### src/rtl/uipi_pkg.sv
// Package for the user IO and power interlock: sizes, event and fault codes,
// transaction payload types and the controller/datapath command and status.
// No dependencies.
`default_nettype none
package uipi_pkg;

	// Pin count and number of legal pin modes.
	localparam int IO_COUNT   = 8;
	localparam int MODE_COUNT = 4;
	localparam int MODE_BITS  = $clog2(MODE_COUNT);
	localparam int PACK_W     = IO_COUNT * MODE_BITS;
	localparam int EXT_W      = (PACK_W > 16) ? PACK_W : 16;

	// Event codes carried in the mode field.
	localparam logic [2:0] EV_TICK      = 3'd0;
	localparam logic [2:0] EV_RAILS     = 3'd1;
	localparam logic [2:0] EV_PIN       = 3'd2;
	localparam logic [2:0] EV_WD_TRIP   = 3'd3;
	localparam logic [2:0] EV_CLR_FAULT = 3'd4;

	// Latched fault codes.
	localparam logic [2:0] FAULT_NONE      = 3'd0;
	localparam logic [2:0] FAULT_WATCHDOG  = 3'd1;
	localparam logic [2:0] FAULT_POWER     = 3'd2;
	localparam logic [2:0] FAULT_INTERLOCK = 3'd3;
	localparam logic [2:0] FAULT_IO_AUTH   = 3'd4;

	typedef logic [MODE_BITS-1:0] pin_mode_t;

	typedef struct packed {
		logic [2:0] mode;
		logic       rails_request_on;
		logic [7:0] pin_index;
		logic [2:0] pin_mode;
		logic       cause_removed;
		logic       reset_request;
		logic       watchdog_ok;
		logic       power_ok;
		logic       interlock_ready;
		logic       power_authorized;
		logic       io_authorized;
	} item_t;

	typedef struct packed {
		logic        accepted;
		logic        rails_on;
		logic [15:0] driven_modes;
		logic [2:0]  fault_code;
	} result_t;

	// Controller state: whether a fault is latched.
	typedef enum logic {
		ST_NO_FAULT,
		ST_FAULTED
	} state_t;

	// Commands from the controller to the datapath.
	typedef struct packed {
		logic       write_pin;
		logic       set_rails;
		logic       make_safe;
		logic       clear_req;
		logic       load_fault;
		logic [2:0] fault_val;
		logic       update_drive;
	} cmd_t;

	// Status from the datapath to the controller.
	typedef struct packed {
		logic any_req;
		logic any_drv;
		logic rails_req;
		logic rails_en;
		logic index_ok;
		logic mode_ok;
	} status_t;

endpackage
`default_nettype wire

### src/rtl/user_io_power_interlock_unit.sv
// Top level of the user IO and power interlock: controller plus datapath.
// Depends on uipi_pkg, uipi_ctrl and uipi_dp.
// Result: the strobe is registered and comes in the cycle after start is taken.
// Throughput: one transaction per cycle; busy is always low and every event
// completes with a single update of the state registers.
// Reset: arst_n clears all requests, drives, the rails and the fault code.
// Results are shown for one cycle only; the receiver cannot stall them.
`default_nettype none
module user_io_power_interlock_unit (
	input  wire logic            clk,
	input  wire logic            arst_n,
	input  wire logic            start,
	output logic                 busy,
	input  wire uipi_pkg::item_t item,
	output logic                 done,
	output uipi_pkg::result_t    result
);
	import uipi_pkg::*;

	cmd_t        cmd;
	status_t     status;
	logic        take;
	logic        accepted;
	logic        rails_on;
	logic [15:0] driven_modes;
	logic [2:0]  fault_code;

	// Every event finishes with a single update of the state registers, so a transaction is always taken.
	assign busy = 1'b0;
	assign take = start && !busy;

	uipi_ctrl u_ctrl (
		.clk      (clk),
		.arst_n   (arst_n),
		.take     (take),
		.item     (item),
		.status   (status),
		.cmd      (cmd),
		.done     (done),
		.accepted (accepted)
	);

	uipi_dp u_dp (
		.clk          (clk),
		.arst_n       (arst_n),
		.item         (item),
		.cmd          (cmd),
		.status       (status),
		.rails_on     (rails_on),
		.driven_modes (driven_modes),
		.fault_code   (fault_code)
	);

	// The result shows the state registers right after the event.
	always_comb begin
		result.accepted     = accepted;
		result.rails_on     = rails_on;
		result.driven_modes = driven_modes;
		result.fault_code   = fault_code;
	end

endmodule
`default_nettype wire

### src/rtl/uipi_dp.sv
// Datapath of the interlock: requested and driven pin modes, rail request
// and enable, latched fault code, and the packed result view.
// Depends on uipi_pkg.
`default_nettype none
module uipi_dp (
	input  wire logic            clk,
	input  wire logic            arst_n,
	input  wire uipi_pkg::item_t item,
	input  wire uipi_pkg::cmd_t  cmd,
	output uipi_pkg::status_t    status,
	output logic                 rails_on,
	output logic [15:0]          driven_modes,
	output logic [2:0]           fault_code
);
	import uipi_pkg::*;

	pin_mode_t        requested_q [IO_COUNT];
	pin_mode_t        driven_q    [IO_COUNT];
	logic             rails_req_q;
	logic             rails_en_q;
	logic [2:0]       fault_q;
	logic [PACK_W-1:0] flat;
	logic [EXT_W-1:0]  flat_ext;

	// Pin mode registers. Safe state and request clearing act on all pins.
	always_ff @(posedge clk or negedge arst_n) begin
		if (!arst_n) begin
			for (int i = 0; i < IO_COUNT; i++) begin
				requested_q[i] <= '0;
				driven_q[i]    <= '0;
			end
		end else begin
			for (int i = 0; i < IO_COUNT; i++) begin
				if (cmd.clear_req) begin
					requested_q[i] <= '0;
				end else if (cmd.write_pin && (item.pin_index == 8'(i))) begin
					requested_q[i] <= item.pin_mode[MODE_BITS-1:0];
				end
				if (cmd.make_safe) begin
					driven_q[i] <= '0;
				end else if (cmd.update_drive) begin
					driven_q[i] <= item.io_authorized ? requested_q[i] : '0;
				end
			end
		end
	end

	// Rail request, rail enable and fault code.
	always_ff @(posedge clk or negedge arst_n) begin
		if (!arst_n) begin
			rails_req_q <= 1'b0;
			rails_en_q  <= 1'b0;
			fault_q     <= FAULT_NONE;
		end else begin
			if (cmd.clear_req) begin
				rails_req_q <= 1'b0;
			end else if (cmd.set_rails) begin
				rails_req_q <= item.rails_request_on;
			end
			if (cmd.make_safe) begin
				rails_en_q <= 1'b0;
			end else if (cmd.update_drive) begin
				rails_en_q <= rails_req_q && item.power_authorized;
			end
			if (cmd.load_fault) begin
				fault_q <= cmd.fault_val;
			end
		end
	end

	// Status reductions over the pins and request range checks.
	always_comb begin
		status = '0;
		for (int i = 0; i < IO_COUNT; i++) begin
			if (requested_q[i] != '0) status.any_req = 1'b1;
			if (driven_q[i] != '0)    status.any_drv = 1'b1;
		end
		status.rails_req = rails_req_q;
		status.rails_en  = rails_en_q;
		status.index_ok  = ({1'b0, item.pin_index} < 9'(IO_COUNT));
		status.mode_ok   = ({1'b0, item.pin_mode} < 4'(MODE_COUNT));
	end

	// Pack the driven modes, pin 0 lowest; pins past bit 15 are not shown.
	always_comb begin
		for (int i = 0; i < IO_COUNT; i++) begin
			flat[i*MODE_BITS +: MODE_BITS] = driven_q[i];
		end
	end

	assign flat_ext     = EXT_W'(flat);
	assign driven_modes = flat_ext[15:0];
	assign rails_on     = rails_en_q;
	assign fault_code   = fault_q;

endmodule
`default_nettype wire

### src/rtl/uipi_ctrl.sv
// Controller of the interlock: decodes each event against the fault state
// and the datapath status, issues datapath commands and strobes the result.
// Depends on uipi_pkg.
`default_nettype none
module uipi_ctrl (
	input  wire logic              clk,
	input  wire logic              arst_n,
	input  wire logic              take,
	input  wire uipi_pkg::item_t   item,
	input  wire uipi_pkg::status_t status,
	output uipi_pkg::cmd_t         cmd,
	output logic                   done,
	output logic                   accepted
);
	import uipi_pkg::*;

	state_t state_q;
	state_t state_d;
	logic   done_q;
	logic   accepted_q;
	logic   accept_d;
	logic   faulted;

	assign faulted = (state_q == ST_FAULTED);

	// Command decode: the tick follows a fixed fault priority.
	always_comb begin
		cmd      = '0;
		accept_d = 1'b0;
		if (take) begin
			case (item.mode)
				EV_TICK: begin
					if (item.reset_request) begin
						cmd.make_safe = 1'b1; cmd.clear_req = 1'b1;
						cmd.load_fault = 1'b1; cmd.fault_val = FAULT_NONE;
					end else if (!item.watchdog_ok) begin
						cmd.make_safe = 1'b1; cmd.clear_req = 1'b1;
						cmd.load_fault = 1'b1; cmd.fault_val = FAULT_WATCHDOG;
					end else if (!item.power_ok) begin
						cmd.make_safe = 1'b1; cmd.clear_req = 1'b1;
						cmd.load_fault = 1'b1; cmd.fault_val = FAULT_POWER;
					end else if (faulted) begin
						cmd.make_safe = 1'b1;
					end else if (!item.interlock_ready) begin
						cmd.make_safe = 1'b1;
						if (status.rails_req || status.any_req ||
						    status.rails_en || status.any_drv) begin
							cmd.clear_req = 1'b1;
							cmd.load_fault = 1'b1; cmd.fault_val = FAULT_INTERLOCK;
						end
					end else if (status.rails_req && !item.power_authorized) begin
						cmd.make_safe = 1'b1; cmd.clear_req = 1'b1;
						cmd.load_fault = 1'b1; cmd.fault_val = FAULT_POWER;
					end else if (status.any_req && !item.io_authorized) begin
						cmd.make_safe = 1'b1; cmd.clear_req = 1'b1;
						cmd.load_fault = 1'b1; cmd.fault_val = FAULT_IO_AUTH;
					end else if (status.rails_en && !item.power_authorized) begin
						cmd.make_safe = 1'b1; cmd.clear_req = 1'b1;
						cmd.load_fault = 1'b1; cmd.fault_val = FAULT_POWER;
					end else if (status.any_drv && !item.io_authorized) begin
						cmd.make_safe = 1'b1; cmd.clear_req = 1'b1;
						cmd.load_fault = 1'b1; cmd.fault_val = FAULT_IO_AUTH;
					end else begin
						cmd.update_drive = 1'b1;
					end
				end
				EV_RAILS: begin
					cmd.set_rails = !faulted;
				end
				EV_PIN: begin
					if (!faulted && status.index_ok && status.mode_ok) begin
						cmd.write_pin = 1'b1;
						accept_d      = 1'b1;
					end
				end
				EV_WD_TRIP: begin
					cmd.make_safe = 1'b1; cmd.clear_req = 1'b1;
					cmd.load_fault = 1'b1; cmd.fault_val = FAULT_WATCHDOG;
				end
				EV_CLR_FAULT: begin
					if (item.cause_removed && faulted) begin
						cmd.make_safe = 1'b1; cmd.clear_req = 1'b1;
						cmd.load_fault = 1'b1; cmd.fault_val = FAULT_NONE;
						accept_d = 1'b1;
					end
				end
				default: begin
					cmd = '0;
				end
			endcase
		end
	end

	// Next state follows the fault code being loaded.
	always_comb begin
		state_d = state_q;
		if (cmd.load_fault) begin
			state_d = (cmd.fault_val == FAULT_NONE) ? ST_NO_FAULT : ST_FAULTED;
		end
	end

	// State and result strobe registers.
	always_ff @(posedge clk or negedge arst_n) begin
		if (!arst_n) begin
			state_q    <= ST_NO_FAULT;
			done_q     <= 1'b0;
			accepted_q <= 1'b0;
		end else begin
			state_q    <= state_d;
			done_q     <= take;
			accepted_q <= accept_d;
		end
	end

	assign done     = done_q;
	assign accepted = accepted_q;

endmodule
`default_nettype wire

### config.mk
export PLATFORM = sky130hd
export DESIGN_NAME = user_io_power_interlock_unit
export DESIGN_NICKNAME = d
export VERILOG_FILES = /design/src/rtl/uipi_pkg.sv /design/src/rtl/user_io_power_interlock_unit.sv /design/src/rtl/uipi_dp.sv /design/src/rtl/uipi_ctrl.sv
export SDC_FILE = /design/constraint.sdc
export NUM_CORES = 1
export LEC_CHECK = 0
export BUFFER_PORTS_ARGS = -buffer_cell sky130_fd_sc_hd__buf_2
export CELL_PAD_IN_SITES_DETAIL_PLACEMENT = 2
export CELL_PAD_IN_SITES_GLOBAL_PLACEMENT = 2
export CORE_MARGIN = 1.5
export CORE_UTILIZATION = 35
export CTS_BUF_LIST = sky130_fd_sc_hd__clkbuf_4 sky130_fd_sc_hd__clkbuf_8 sky130_fd_sc_hd__clkbuf_16
export DETAILED_ROUTE_END_ITERATION = 7
export GPL_ROUTABILITY_DRIVEN = 0
export GPL_TIMING_DRIVEN = 0
export PLACE_DENSITY = 0.86
export SLEW_MARGIN = 5
export SYNTH_ARGS = -nofsm -noshare
export SYNTH_HDL_FRONTEND = slang
export SYNTH_SLANG_ARGS = --single-unit
### constraint.sdc
create_clock -name clk -period 4.4 [get_ports clk]
set_input_delay 0.22 -clock clk [delete_from_list [all_inputs] [get_ports clk]]
set_output_delay 0.22 -clock clk [all_outputs]
set_load 0.05 [all_outputs]
==> results.yml, run 1 <==
floorplanning:
  initial_core_util: 0.3704
  rows: 27
  core_area_mm2: 0.005642
  die_area_mm2: 0.006442
  ios: 48
  die_h_um: 80.27
  die_w_um: 80.27
timing:
  fin_crit_ns: 2.570
  rsz0062_at_grt: "false"
  fin_setup_tns_ns: 0
  worst_slew_pin_slew_ns: 0.9291
  relSlewSlack: 0.3806
  slew_violations: 0
  setup_viol: 0
  fin_skew_ns: 0.006208
  fin_crit_sh: 0.5841
  final-hold-violation-count: 0
  fmax_ghz: 0.3891
place:
  dp.cells: 337
  dpl_cell_area_mm2: 0.002395
  dp_hpwl_mm: 5.075
  io_buffers: 43
clocking:
  clkLatencyLatePin_ns: 0.30
  cts_max_level: 2
  cts_made_buffers: 5
  ctsHoldBuffers: 0
  cts_root_buf: "clkbuf_8"
  cts_tree: "done"
  clk_path_buf_depth: 2
  post-cts-setup-buffers: 0
  cts_resized: 0
  path_clk_slew_ns: 0.07
  cts_num_sinks: 40
worst_setup_path:
  ff2ff_setup_slack_ns: 1.83
  slowest_stage: "nor4_1"
  end_kind: "flop"
  worst-path-buf-inv: 2
  path_class: "flop to flop"
  crit_top_cell: "buf_2"
  cp.arrival_ns: 2.79
  path_delay_family: "simple AND/OR/NAND/NOR gates"
  cp_max_fo: 10
  rr_worst_depth: 8
  worstPathCellList: "nor4_1 > nand4_1 > o21bai_1 > and3_1 > buf_2 > buf_2 > nand3_1 > a21oi_2"
  slowest_delay_ns: 0.47
  required_ns: 4.62
  start_kind: "flop"
  reg2reg_from: "u_dp.driven_modes[13]"
  r2r-end: "u_dp.driven_modes[14]"
routing:
  drt-initial-drc-count: 74
  dr_wl_met3_um: 273
  routedWlPerCell_um: 19.61
  via_count: 1908
  routed_wl_mm: 6.766
  drt-pass1-iter-count: 4
  viasPerCell: 5.530
  top_layer: "met4"
  route.met2.wl_mm: 3.402
  wl_met1_mm: 2.933
  drc: 0
  drtAntennaViolNets: 0
global_routing:
  grt_pass1_vias: 2077
  grt_max_degree: 41
  track_usage: 0.2312
  grt_antenna_before_repair: 0
  grt_pass1_wl_mm: 10.97
  gr-total-overflow: 0
cells_and_area:
  antenna_cells: 0
  nets: 297
  fin_cells: 345
  final_area_mm2: 0.002506
  drive_above_1_share: 0.2784
  areaGrowthSynthToFinish_pct: 19.94
run_status:
  status: "finished clean"
synthesis:
  ys_seq_elements: 40
  synthDistinctLibCells: 40
  synth-edff-count: 0
  synthArstFlopShare: 1.000
  synth_ff_type: "dfrtp_1"
  synth.avg_cell_area_um2: 9.412
  syn-instance-count: 222
  synth_area_mm2: 0.002090
  ys_seq_area_frac: 0.4790
  syn_nets: 247
  synth_warnings: 0
power:
  power.density_mw_per_mm2: 312.0
  power_leakage_nw: 1.249
  irDropWorstVdd_v: 0.0001018
hold_path:
  hold_class: "input port to asynchronous set/reset pin"
flow_run:
  cap_violations: 0
==> metal layers <==
| metal | global-route usage | vias to the layer above |
|---|---|---|
| li1 | - | 884 |
| met4 | 0.08276 | 0 |
| met2 | 0.4076 | 57 |
| met3 | 0.05114 | 15 |
| met5 | 0 | - |
| met1 | 0.2738 | 952 |
==> through the flow <==
step / hold slack, ns / worst slack, ns / total power [mW] / util
3_3_place_gp: 0.3914 / 2.041 / 0.4786 / 0.4245
5_1_grt: 0.1120 / 1.688 / 0.8132 / 0.4442
2_1_floorplan: -0.07559 / 2.293 / 0.4419 / -
4_1_cts: 0.08472 / 1.862 / 0.7896 / 0.4442
3_5_place_dp: 0.4025 / 1.940 / 0.4829 / 0.4245
6_report: 0.06023 / 1.830 / 0.7819 / 0.4442
==> kinds of logic after synthesis <==
kind of cell    synth area share
simple gates              0.2491
compound gates            0.1389
flops                     0.4790
buf+inv                  0.05389
mux                      0.07724
other cells             0.001795
==> Yosys cell counts (all sizes together), types with 2 or more instances <==
master / count / area [um^2]
o21ai: 7 / 35.03
nor2: 22 / 82.58
mux2i: 15 / 150.1
nor4: 11 / 75.07
a31oi: 3 / 25.02
nand4: 4 / 25.02
clkbuf: 3 / 11.26
a221oi: 2 / 17.52
nor2b: 3 / 18.77
nand3: 20 / 100.1
inv: 7 / 26.28
buf: 10 / 65.06
nand2b: 2 / 12.51
nand2: 27 / 101.4
nor3b: 2 / 15.01
nand3b: 4 / 30.03
nor3: 4 / 20.02
dfrtp: 40 / 1001
a21oi: 21 / 142.6
o41ai: 2 / 25.03
==> how the worst max path moves through the flow <==
stage                                from               endpoint  depth (start not counted)
detailed placement               item[16]   u_dp.requested_q[11]                          7
global route          u_dp.requested_q[4]   u_dp.driven_modes[9]                          8
global placement    u_dp.driven_modes[13]   u_dp.driven_modes[1]                          7
floorplan            u_dp.driven_modes[5]  u_dp.driven_modes[10]                          7
CTS                   u_dp.requested_q[4]  u_dp.driven_modes[14]                          8
finish              u_dp.driven_modes[13]  u_dp.driven_modes[14]                          8
==> worst reg2reg max path: cells and delay by family (launching register included) <==
kind	cells	cell delay, ns
and+or+nand+nor	4	1.13
DFF	1	0.40
buffers and inverters	2	0.44
AOI/OAI and AO/OA	2	0.52
==> final cells by class <==
| type | instances | area, um^2 |
|---|---|---|
| Fill cell | 629 | 3136 |
| Sequential cell | 40 | 1001 |
| Multi-Input combinational cell | 161 | 975.9 |
| Timing Repair Buffer | 43 | 215.2 |
| Tap cell | 72 | 90.09 |
| Buffer | 14 | 86.33 |
| Clock buffer | 6 | 76.32 |
| Clock inverter | 2 | 35.03 |
| Inverter | 7 | 26.28 |
==> where the power goes <==
group | internal (mW) | total [mW] | switching, mW
clock network | 0.175 | 0.305 | 0.130
registers | 0.374 | 0.384 | 0.00957
logic | 0.0286 | 0.0932 | 0.0645
==> registers in the layout, indices dropped and copies added, names as in the netlist <==
signal / cells
u_dp.driven_modes: 16
u_dp.requested_q: 16
u_dp.fault_code: 3
u_ctrl.accepted: 1
u_ctrl.done: 1
u_ctrl.faulted: 1
u_dp.rails_on: 1
u_dp.rails_req_q: 1
==> cell usage in the layout (no fill, tap or decap), types with 2 or more instances in the layout <==
master / n
buf_2: 47
dfrtp_1: 40
nand2_1: 27
nor2_1: 22
nand3_1: 20
mux2i_1: 15
a21oi_1: 11
nor4_1: 10
a21oi_2: 10
inv_1: 7
o21ai_0: 7
clkbuf_8: 5
nand4_1: 4
nand3b_1: 4
nor3_1: 4
buf_4: 4
nor2b_1: 3
clkbuf_1: 3
nand2b_1: 2
a221oi_1: 2
nor3b_1: 2
a31oi_1: 2
(Power assumes the default switching activity.)
==> inputs of run 2 (changes only) <==
Settings changed: ABC_AREA from default to 1, CORE_UTILIZATION 35 to 30, PLACE_DENSITY 0.86 to 0.81.
Clock period 4.4 ns to 2.7 ns, I/O delays scaled along.
==> results.yml, run 2 <==
synthesis:
  synthDistinctLibCells: 25
  ys_seq_elements: 40
  syn_nets: 345
  synth_top_area_share: 0.4408
  netlist_top_cells_count: "92 x nand2_1, 49 x nand3_1, 45 x nor2_1, 40 x dfrtp_1, 34 x inv_1"
  synth_ff_type: "dfrtp_1"
  synth.avg_cell_area_um2: 7.097
  netlist_top_cells_area: "dfrtp_1 44%, nand2_1 15%, nand3_1 11%"
  yosysMostFrequentCell: "nand2_1"
  synthArstFlopShare: 1.000
  synth-edff-count: 0
  synth_area_mm2: 0.002271
  syn-instance-count: 320
  synth_top_area_cell: "dfrtp_1"
  ys_seq_area_frac: 0.4408
  synth_warnings: 0
routing:
  routed_wl_mm: 7.164
  drt-initial-drc-count: 62
  drtAntennaViolNets: 0
  viasPerCell: 4.763
  drc: 0
  via_count: 2253
  routedWlPerCell_um: 15.15
  drt-pass1-iter-count: 4
power:
  power_leakage_nw: 1.510
  power.density_mw_per_mm2: 469.9
  irDropWorstVdd_v: 0.0001699
timing:
  worst_slew_pin_slew_ns: 0.9430
  fin_crit_sh: 0.7111
  rsz0062_at_grt: "false"
  final-hold-violation-count: 0
  setup_viol: 0
  slew_violations: 0
  fin_setup_tns_ns: 0
  fmax_ghz: 0.5208
  fin_crit_ns: 1.920
  fin_skew_ns: 0.008364
  relSlewSlack: 0.3713
global_routing:
  gr-total-overflow: 0
  grt_antenna_before_repair: 0
  grt_max_degree: 41
  grt_pass1_wl_mm: 12.50
  grt_pass1_vias: 2529
  track_usage: 0.1937
floorplanning:
  core_area_mm2: 0.007292
  ios: 48
  rows: 31
  die_area_mm2: 0.008101
  die_w_um: 90.01
  initial_core_util: 0.3114
  die_h_um: 90.01
clocking:
  path_clk_slew_ns: 0.08
  cts_root_buf: "clkbuf_8"
  cts_tree: "done"
  clk_path_buf_depth: 2
  clkLatencyLatePin_ns: 0.31
  cts_num_sinks: 40
  post-cts-setup-buffers: 0
  cts_made_buffers: 5
  cts_max_level: 2
worst_setup_path:
  rr_worst_depth: 12
  path_class: "flop to flop"
  required_ns: 2.91
  cp.arrival_ns: 2.13
  cp_max_fo: 10
  end_kind: "flop"
  start_kind: "flop"
cells_and_area:
  antenna_cells: 0
  layout_commonest_cell: "nand2_1"
  drive_above_1_share: 0.1872
  fin_cells: 473
  most-common-layout-cells: "92 x nand2_1, 49 x nand3_1, 45 x nor2_1"
  areaGrowthSynthToFinish_pct: 20.94
  nets: 398
place:
  dp.cells: 463
  io_buffers: 44
  dp_hpwl_mm: 5.661
hold_path:
  hold_depth: 3
  hold_class: "input port to flop"
flow_run:
  cap_violations: 0
run_status:
  status: "finished clean"
run 2: cell count changes after synthesis, moves of 10 or more:
cell,change
nand3_1,+29
inv_1,+27
mux2i_1,-15
a21oi_2,-10
nand2_1,+65
nor2_1,+23
run 2: kinds of logic (layout without fill, tap and decap cells):
kind of cell    after synthesis  after routing  share of synthesized area
simple gates                203            203                     0.3829
buf+inv                      48            102                     0.1096
flops                        40             40                     0.4408
compound gates               28             28                    0.06501
other cells                   1              1                   0.001651
run 2: report_power, final:
part	leakage (nW)	internal, mW	switching, mW
logic	0.904	0.0495	0.117
registers	0.552	0.609	0.0103
clock network	0.0541	0.274	0.230
total	1.51	0.933	0.358
run 2: metrics by stage:
stage | worst slack (ns) | hold slack (ns) | utilization | area, um^2 | power (mW)
2_1_floorplan | 0.9094 | -0.1606 | - | 2271 | 0.7281
3_3_place_gp | 0.8149 | 0.2692 | 0.3586 | 2615 | 0.7938
3_5_place_dp | 0.7623 | 0.2661 | 0.3586 | 2615 | 0.7995
4_1_cts | 0.7301 | 0.1208 | 0.3766 | 2746 | 1.303
5_1_grt | 0.5485 | 0.1409 | 0.3766 | 2746 | 1.350
6_report | 0.7799 | 0.1153 | 0.3766 | 2746 | 1.291
run 2: worst paths after layout:
| kind | start | endpoint | slack [ns] |
|---|---|---|---|
| min reg2reg | u_dp.fault_code[1] | u_dp.fault_code[1] | 0.47 |
| min | item[1] | u_dp.rails_on | 0.12 |
| min in group asynchronous | arst_n | u_dp.driven_modes[0] | 0.50 |
| max | u_dp.driven_modes[12] | u_dp.driven_modes[5] | 0.78 |
| max in group asynchronous | arst_n | u_dp.fault_code[2] | 1.61 |
| max reg2reg | u_dp.driven_modes[12] | u_dp.driven_modes[5] | 0.78 |
run 2: timing repair:
item | in CTS | in global routing
endpoints found under the hold margin | 7 | 0
hold buffers | 2 | 0
setup endpoints to repair | 0 | 0
resized for setup | 0 | 0
run 2: final cells by class:
class	instances	area [um^2]
multi-input combinational	232	1021
clock inverter	3	42.54
tap	99	123.9
buffer	14	121.4
fill	954	4546
clock buffer	5	68.82
inverter	34	127.6
timing repair buffer	46	240.2
sequential	40	1001
run 2: critical path, stage by stage (launching register included):
cell and delay (ns):
dfrtp_1 0.42, nor2_1 0.13, nand2_1 0.10, nor2_1 0.09, nand2_1 0.10, nand2_1 0.10
nand3_2 0.10, nor2_2 0.14, o21ai_1 0.09, nand2_2 0.18, buf_4 0.22, nand3_1 0.09
o31ai_1 0.07
run 2: routing by layer:
layer | up-vias | wire [um] | track usage
met5 | - | 0 | 0
met4 | 0 | 77 | 0.04762
met3 | 6 | 196 | 0.03553
met2 | 37 | 3614 | 0.3472
met1 | 1093 | 3276 | 0.2383
li1 | 1117 | - | -
